<file path="src/hdl/fuzzy_subsequence_scorer_top_assert.svh">
// Assertion macros shared by the fuzzy subsequence scorer.
`ifndef FUZZY_SUBSEQUENCE_SCORER_TOP_ASSERT_SVH
`define FUZZY_SUBSEQUENCE_SCORER_TOP_ASSERT_SVH

// Checked on every rising edge outside reset.
`define FSS_ASSERT(lbl, clk, rst, prop, msg) \
   lbl: assert property (@(posedge clk) disable iff (rst) prop) else $error(msg);

// Checked on every rising edge, reset included.
`define FSS_ASSERT_ALWAYS(lbl, clk, prop, msg) \
   lbl: assert property (@(posedge clk) prop) else $error(msg);

`endif

</file>
<file path="src/hdl/fss_pkg.sv">
// Package with the constants, types and character helpers of the fuzzy subsequence scorer.
`timescale 1ns / 1ps

package fss_pkg;

   localparam int MAX_QUERY       = 16;
   localparam int MAX_CAND_LEN    = 4096;
   localparam int QUERY_IDX_WIDTH = $clog2(MAX_QUERY);
   localparam int QLEN_WIDTH      = 5;
   localparam int BYTE_POS_WIDTH  = 13;
   localparam int SCORE_WIDTH     = 14;
   localparam int CHAR_WIDTH      = 8;
   localparam int CSR_INDEX_WIDTH = 2;
   localparam int CSR_DATA_WIDTH  = 64;
   localparam int RUN_BONUS       = 15;
   localparam int BOUNDARY_BONUS  = 10;
   localparam int LENGTH_SHIFT    = 3;

   typedef logic [CHAR_WIDTH-1:0]            char_type;
   typedef logic signed [SCORE_WIDTH-1:0]    score_type;
   typedef logic [BYTE_POS_WIDTH-1:0]        byte_pos_type;
   typedef logic [QLEN_WIDTH-1:0]            qlen_type;

   typedef enum logic [CSR_INDEX_WIDTH-1:0] {
      CSR_QUERY_LENGTH   = 2'd0,
      CSR_QUERY_CHARS_LO = 2'd1,
      CSR_QUERY_CHARS_HI = 2'd2
   } csr_index_type;

   function automatic logic is_upper(input char_type c);
      return c inside {[8'h41:8'h5a]};
   endfunction

   function automatic logic is_lower(input char_type c);
      return c inside {[8'h61:8'h7a]};
   endfunction

   function automatic logic is_digit(input char_type c);
      return c inside {[8'h30:8'h39]};
   endfunction

   function automatic logic is_alnum(input char_type c);
      return is_upper(c) || is_lower(c) || is_digit(c);
   endfunction

   function automatic char_type to_lower(input char_type c);
      return is_upper(c) ? char_type'(c + 8'd32) : c;
   endfunction

endpackage

</file>
<file path="src/hdl/fuzzy_subsequence_scorer_top.sv">
// Top level of the fuzzy subsequence scorer: candidate byte stream in, one score per candidate out.
`timescale 1ns / 1ps

// The block takes one candidate byte per clock cycle, back to back, and scores the candidate
// against the query held in its registers. Each accepted transaction is captured in an input
// register; from there a single update (query character select, compare, gap and bonus add)
// advances the candidate state, and on the transaction marked last the result is loaded into the
// output register, which drives rsp_valid, once that register is free or being taken.
// A new byte is accepted every cycle while the output register is free or being taken; only a last
// byte waits for a result still held there. Write the query registers only while no candidate is
// in flight.
module fuzzy_subsequence_scorer_top (
   input  logic                                     clock,
   input  logic                                     reset,
   input  logic                                     req_valid,
   output logic                                     req_ready,
   input  logic                                     req_has_char,
   input  logic [fss_pkg::CHAR_WIDTH-1:0]           req_char_byte,
   input  logic                                     req_last_byte,
   output logic                                     rsp_valid,
   input  logic                                     rsp_ready,
   output logic                                     rsp_matched,
   output logic signed [fss_pkg::SCORE_WIDTH-1:0]   rsp_score,
   output logic                                     rsp_overflow,
   input  logic                                     csr_write_enable,
   input  logic [fss_pkg::CSR_INDEX_WIDTH-1:0]      csr_index,
   input  logic [fss_pkg::CSR_DATA_WIDTH-1:0]       csr_write_data
);
   import fss_pkg::*;

   qlen_type                            query_length_ff;
   logic [CSR_DATA_WIDTH-1:0]           query_chars_lo_ff;
   logic [CSR_DATA_WIDTH-1:0]           query_chars_hi_ff;

   logic                                s1_valid_ff;
   logic                                s1_has_char_ff;
   char_type                            s1_char_ff;
   logic                                s1_last_ff;

   byte_pos_type                        byte_position_ff, byte_position_in;
   qlen_type                            query_index_ff, query_index_in;
   score_type                           last_match_ff, last_match_in;
   score_type                           running_score_ff, running_score_in;
   char_type                            previous_byte_ff, previous_byte_in;
   logic                                length_exceeded_ff, length_exceeded_in;

   logic                                rsp_valid_ff, rsp_valid_in;
   logic                                rsp_matched_ff, rsp_matched_in;
   score_type                           rsp_score_ff, rsp_score_in;
   logic                                rsp_overflow_ff, rsp_overflow_in;

   logic                                s1_advance;
   qlen_type                            qlen_eff;
   logic [MAX_QUERY-1:0][CHAR_WIDTH-1:0] query_chars;
   char_type                            query_char;
   logic                                in_range;
   logic                                take_byte;
   logic                                is_match;
   logic                                boundary;
   score_type                           gap;
   score_type                           run_add;
   score_type                           bonus_add;
   byte_pos_type                        bp_upd;
   qlen_type                            qi_upd;
   score_type                           running_upd;
   logic                                exceeded_upd;
   logic                                query_done;

   always_ff @(posedge clock) begin
      if (reset) begin
         query_length_ff   <= '0;
         query_chars_lo_ff <= '0;
         query_chars_hi_ff <= '0;
      end else if (csr_write_enable) begin
         case (csr_index_type'(csr_index))
            CSR_QUERY_LENGTH:   query_length_ff   <= csr_write_data[QLEN_WIDTH-1:0];
            CSR_QUERY_CHARS_LO: query_chars_lo_ff <= csr_write_data;
            CSR_QUERY_CHARS_HI: query_chars_hi_ff <= csr_write_data;
            default: ;
         endcase
      end
   end

   assign s1_advance = s1_valid_ff && (!s1_last_ff || !rsp_valid_ff || rsp_ready);
   assign req_ready  = !s1_valid_ff || s1_advance;

   always_ff @(posedge clock) begin
      if (reset) begin
         s1_valid_ff <= 1'b0;
      end else if (req_ready) begin
         s1_valid_ff <= req_valid;
      end
   end

   always_ff @(posedge clock) begin
      if (req_valid && req_ready) begin
         s1_has_char_ff <= req_has_char;
         s1_char_ff     <= req_char_byte;
         s1_last_ff     <= req_last_byte;
      end
   end

   always_comb begin
      qlen_eff    = (query_length_ff > qlen_type'(MAX_QUERY)) ? qlen_type'(MAX_QUERY)
                                                              : query_length_ff;
      query_chars = {query_chars_hi_ff, query_chars_lo_ff};
      query_char  = query_chars[query_index_ff[QUERY_IDX_WIDTH-1:0]];
      in_range    = byte_position_ff < byte_pos_type'(MAX_CAND_LEN);
      take_byte   = s1_has_char_ff && in_range;
      is_match    = take_byte && (query_index_ff < qlen_eff) &&
                    (to_lower(s1_char_ff) == query_char);
      gap         = score_type'({1'b0, byte_position_ff}) - last_match_ff - score_type'(1);
      boundary    = (byte_position_ff == '0) || !is_alnum(previous_byte_ff) ||
                    (is_upper(s1_char_ff) && is_lower(previous_byte_ff));
      run_add     = (gap == '0) ? score_type'(RUN_BONUS) : -gap;
      bonus_add   = boundary ? score_type'(BOUNDARY_BONUS) : '0;

      bp_upd       = take_byte ? byte_pos_type'(byte_position_ff + 1'b1) : byte_position_ff;
      qi_upd       = is_match ? qlen_type'(query_index_ff + 1'b1) : query_index_ff;
      running_upd  = is_match ? score_type'(running_score_ff + run_add + bonus_add)
                              : running_score_ff;
      exceeded_upd = length_exceeded_ff || (s1_has_char_ff && !in_range);
      query_done   = qi_upd >= qlen_eff;

      rsp_matched_in  = query_done;
      rsp_score_in    = ((qlen_eff != '0) && query_done)
                        ? score_type'(running_upd -
                                      score_type'({1'b0, bp_upd >> LENGTH_SHIFT}))
                        : '0;
      rsp_overflow_in = exceeded_upd;

      if (s1_last_ff) begin
         byte_position_in   = '0;
         query_index_in     = '0;
         last_match_in      = score_type'(-1);
         running_score_in   = '0;
         previous_byte_in   = '0;
         length_exceeded_in = 1'b0;
      end else begin
         byte_position_in   = bp_upd;
         query_index_in     = qi_upd;
         last_match_in      = is_match ? score_type'({1'b0, byte_position_ff}) : last_match_ff;
         running_score_in   = running_upd;
         previous_byte_in   = take_byte ? s1_char_ff : previous_byte_ff;
         length_exceeded_in = exceeded_upd;
      end

      if (s1_advance && s1_last_ff) begin
         rsp_valid_in = 1'b1;
      end else begin
         rsp_valid_in = rsp_valid_ff && !rsp_ready;
      end
   end

   always_ff @(posedge clock) begin
      if (reset) begin
         byte_position_ff   <= '0;
         query_index_ff     <= '0;
         last_match_ff      <= score_type'(-1);
         running_score_ff   <= '0;
         previous_byte_ff   <= '0;
         length_exceeded_ff <= 1'b0;
      end else if (s1_advance) begin
         byte_position_ff   <= byte_position_in;
         query_index_ff     <= query_index_in;
         last_match_ff      <= last_match_in;
         running_score_ff   <= running_score_in;
         previous_byte_ff   <= previous_byte_in;
         length_exceeded_ff <= length_exceeded_in;
      end
   end

   always_ff @(posedge clock) begin
      if (reset) begin
         rsp_valid_ff <= 1'b0;
      end else begin
         rsp_valid_ff <= rsp_valid_in;
      end
   end

   always_ff @(posedge clock) begin
      if (s1_advance && s1_last_ff) begin
         rsp_matched_ff  <= rsp_matched_in;
         rsp_score_ff    <= rsp_score_in;
         rsp_overflow_ff <= rsp_overflow_in;
      end
   end

   assign rsp_valid    = rsp_valid_ff;
   assign rsp_matched  = rsp_matched_ff;
   assign rsp_score    = rsp_score_ff;
   assign rsp_overflow = rsp_overflow_ff;

`include "fuzzy_subsequence_scorer_top_assert.svh"

   `FSS_ASSERT(a_unmatched_zero, clock, reset, (rsp_valid_ff && !rsp_matched_ff) |-> (rsp_score_ff == '0), "Unmatched transaction carries a non-zero score.")
   `FSS_ASSERT(a_query_index_bound, clock, reset, query_index_ff <= qlen_type'(MAX_QUERY), "Query index ran past the longest query.")
   `FSS_ASSERT(a_position_bound, clock, reset, byte_position_ff <= byte_pos_type'(MAX_CAND_LEN), "Byte position ran past the longest candidate.")
   `FSS_ASSERT_ALWAYS(a_reset_clears_rsp, clock, reset |=> (!rsp_valid_ff && !s1_valid_ff), "Reset left a transaction pending.")

endmodule
</file>
<file path="config.mk">
export PLATFORM = sky130hd
export DESIGN_NAME = fuzzy_subsequence_scorer_top
export DESIGN_NICKNAME = d
export VERILOG_FILES = /design/src/hdl/fss_pkg.sv /design/src/hdl/fuzzy_subsequence_scorer_top.sv
export VERILOG_INCLUDE_DIRS = /design/src /design/src/hdl
export SDC_FILE = /design/constraint.sdc
export NUM_CORES = 1
export LEC_CHECK = 0
export BUFFER_PORTS_ARGS = -buffer_cell sky130_fd_sc_hd__buf_4
export CORE_MARGIN = 1
export CORE_UTILIZATION = 55
export DETAILED_ROUTE_END_ITERATION = 8
export GPL_ROUTABILITY_DRIVEN = 0
export GPL_TIMING_DRIVEN = 0
export PLACE_DENSITY = 0.77
export RECOVER_POWER = 100
export SETUP_SLACK_MARGIN = 0.5
export SYNTH_ARGS = -nofsm -noshare
export SYNTH_HDL_FRONTEND = slang
export SYNTH_SLANG_ARGS = --single-unit
</file>
<file path="constraint.sdc">
create_clock -name clock -period 6.7 [get_ports clock]
set_clock_uncertainty 0.1 [all_clocks]
set_input_delay 0.335 -clock clock [delete_from_list [all_inputs] [get_ports clock]]
set_output_delay 0.335 -clock clock [all_outputs]
set_load 0.01 [all_outputs]
</file>
==> results_dict.tcl <==
set metrics [dict create \
    status "finished with violations" \
    violations "negative setup slack" \
    p_total_uw 2940 \
    r2r-start "query_index_ff[3]$_SDFFE_PP0P_" \
    grt_use_total 0.343 \
    clockBufferDepth 3 \
    slew_violations 0 \
    grt_pass1_wl_um 58800 \
    period_needed_ps 6800 \
    gr-total-overflow 0 \
    startpoint_type "flop" \
    comb_power_share 0.092 \
    nNetsFinal 1767 \
    cp.required_ps 6990 \
    grt_max_degree 16 \
    synthAdderAreaFrac 0.0730 \
    synthesis.instances 1378 \
    final_cell_mix "312 x nand2_1, 185 x dfxtp_1, 174 x a21oi_1" \
    antenna_found_initial 1 \
    chipHeight_um 148 \
    ys_seq_elements 216 \
    ys.flop_type "dfxtp_1" \
    wl_met1_um 14000 \
    post_drt_wl_per_cell_um 19.7 \
    die-area_mm2 0.0218 \
    critPathMaxFanout 10 \
    ys_types 71 \
    std_cell_rows 52 \
    slowest_stage "clkbuf_1" \
    critPathCaptureType "flop" \
    clock_power_share 0.444 \
    synth-xor-area-share 0.0421 \
    ant_nets 0 \
    pwr-share-seq 0.464 \
    muxShareOfSynthArea 0.0901 \
    synth_largest_area_cell "dfxtp_1" \
    drt-total-wl_um 37500 \
    io_pins 99 \
    cts-root-buf "clkbuf_16" \
    r2r_slack_ps -100 \
    synth_compound_area_frac 0.161 \
    dr_wl_met2_um 18300 \
    path_clk_slew_ps 70 \
    clock_latency_ps 540 \
    cts_buffers 23 \
    hold_viol 0 \
    synth-edff-count 26 \
    cts.sinks 216 \
    yosys-top-cells-area "dfxtp_1 33%, nand2_1 10%, a21oi_1 7.8%, edfxtp_1 6.7%, ha_1 6.4%" \
    cts_tree "yes" \
    setup_violations 2 \
    dr.pass1.iters 5 \
    internal-power_uw 2210 \
    netlist_area_mm2 0.0117 \
    synth_top_cell_area_share 0.326 \
    synth-simple-area-share 0.197 \
    path_class "flop to flop" \
    place_area_mm2 0.0129 \
    r2r_end "rsp_score[12]$_SDFFCE_PN0P_" \
    setup_slack_ps -95.2 \
    arrival_ps 7080 \
    grt_pass1_vias 11300 \
    synth_top_family_by_area "simple AND/OR/NAND/NOR gates" \
    nFillCells 1506 \
    peakVddDrop_uv 244 \
    core_mm2 0.0205 \
    start_util 0.569 \
    drt_first_iter_violations 887 \
    max_cap_violations 0 \
    drc 0 \
    hp-class "primary input to flop" \
    die_w_um 148 \
    postSynth.asyncResetShare 0 \
    pre_cts_slack_ps -363 \
    fmax_mhz 147 \
    yosysSeqAreaShare 0.393 \
    yosysWarnings 0 \
    relSlewSlack 0.265 \
    wl_met3_um 3040 \
    r2r_cells 22 \
    layout_commonest_cell "nand2_1" \
    fin_setup_tns_ps -109 \
    avgSynthCellArea_um2 8.46 \
    dp_hpwl_um 24900 \
    leakagePower_uw 0.00606 \
    ctsHtreeMaxLevel 1 \
    via_count 11500 \
    io_buffer_count 97 \
    p_switching_uw 730 \
    fin_crit_sh 1.01 \
    power.density_mw_per_mm2 196 \
    slowest_delay_ps 660 \
    final_cell_area_mm2 0.0150 \
    fin_util 0.732 \
    top_layer "met5" \
    area_delta_synth_final_pct 28.6 \
    critPathLaunch "query_index_ff[3]$_SDFFE_PP0P_" \
    rsz0062_at_grt "true" \
    routed_via_density 6.01 \
    p_sw_frac 0.248 \
    path_cells "clkbuf_1, clkbuf_1, nor2_1, a22oi_1, nand3_1, xor2_1, a2111oi_0, and4_1, buf_6, clkbuf_2, mux2i_1, ha_1, fa_1, nor2b_4, o21ai_2, nand2b_1, a21o_1, a21o_1, a2111o_1, and3_4, or3b_1, a21oi_1" \
    crit_path_end "rsp_score[12]$_SDFFCE_PN0P_" \
    synth_fp_nets 1524 \
    drive_gt1_frac 0.175 \
    worst_pin_slew_ps 1100 \
]
-- cell usage after synthesis, drive strengths merged, types with 5 or more instances --
cell type  number
nor3b           5
nand2         314
mux4           31
nor2          116
xnor2          33
xor2           23
or2            10
o21a            6
nor3           13
or3             7
inv            42
mux2i          31
and3            8
ha             60
clkbuf         65
nand2b         12
nand4           5
o21ai          26
nor2b          17
fa              5
nand3          14
buf            15
a22oi          29
a31oi           6
a21oi         181
and2            7
edfxtp         26
a21o           22
dfxtp         190
-- layout make-up --
type	instances	area (um^2)	share of cell area
clock buffer	35	723	0.0482
multi-input combinational	1040	6980	0.465
tap	270	338	0.0225
antenna	1	2.50	0.000167
inverter	42	158	0.0105
buffer	80	347	0.0231
sequential	216	4600	0.306
clock inverter	6	55.1	0.00367
timing repair buffer	218	1800	0.120
-- worst max-delay path: cells and delay by family, from the launching register on --
| family | cells | cell delay [ps] |
|---|---|---|
| and+or+nand+nor | 7 | 1260 |
| muxes | 1 | 360 |
| adders and majority gates | 2 | 490 |
| xor gates and xnor gates | 1 | 180 |
| AOI/OAI and AO/OA | 7 | 1880 |
| buffers and inverters | 4 | 1750 |
| DFF | 1 | 630 |
-- power groups by stage --
stage	Combinational (uW)	Sequential (uW)	Clock, uW
finish	272	1370	1310
global route	292	1370	1360
CTS	264	1370	1300
detailed placement	223	1390	0
global placement	218	1390	0
floorplan	123	1390	0
-- state kept, by name (all words and copies together) (netlist names) --
name                count
s1_last_ff              1
query_chars_lo_ff      64
length_exceeded_ff      1
byte_position_ff       13
previous_byte_ff        8
rsp_overflow            1
s1_char_ff              8
rsp_matched             1
s1_valid_ff             1
s1_has_char_ff          1
query_index_ff          5
query_length_ff         5
rsp_valid               1
rsp_score              14
last_match_ff          14
running_score_ff       14
query_chars_hi_ff      64
-- routing by layer --
layer / up-vias / global-route usage
met5: - / 0
li1: 5265 / -
met1: 5403 / 0.409
met4: 2 / 0.181
met2: 632 / 0.602
met3: 158 / 0.0460
-- what timing repair did --
| item | 4_1_cts | 5_1_grt |
|---|---|---|
| pin swaps | 35 | 25 |
| endpoints found under the setup margin | 11 | 16 |
| setup buffers | 32 | 13 |
| hold endpoints to repair | 139 | 0 |
| hold buffers | 75 | 0 |
| gates resized for setup | 42 | 40 |
-- worst min path at each step --
stage | start | to | slack (ps) | cells past startpoint
2_1_floorplan | last_match_ff[12]$_SDFFE_PP1P_ | last_match_ff[12]$_SDFFE_PP1P_ | 320 | 2
3_3_place_gp | last_match_ff[12]$_SDFFE_PP1P_ | last_match_ff[12]$_SDFFE_PP1P_ | 330 | 2
3_5_place_dp | query_chars_hi_ff[24]$_SDFFE_PP0P_ | query_chars_hi_ff[24]$_SDFFE_PP0P_ | 350 | 2
4_1_cts | rsp_ready | rsp_valid$_SDFF_PP0_ | 40 | 4
5_1_grt | rsp_ready | rsp_valid$_SDFF_PP0_ | 70 | 4
6_report | rsp_ready | rsp_valid$_SDFF_PP0_ | 50 | 4
-- kinds of logic after synthesis --
kind of cell | Yosys count
buf+inv | 122
fa+ha+maj | 65
flops | 216
xor+xnor | 56
compound gates | 313
mux | 65
simple gates | 541
-- through the flow --
stage | std cells | hold WS [ps]
floorplan | 1378 | 322
global placement | 1745 | 333
detailed placement | 1746 | 346
CTS | 1894 | 43.4
global route | 1907 | 66.5
finish | 1908 | 47.2
Note: power is estimated with default switching activity, not from simulation.
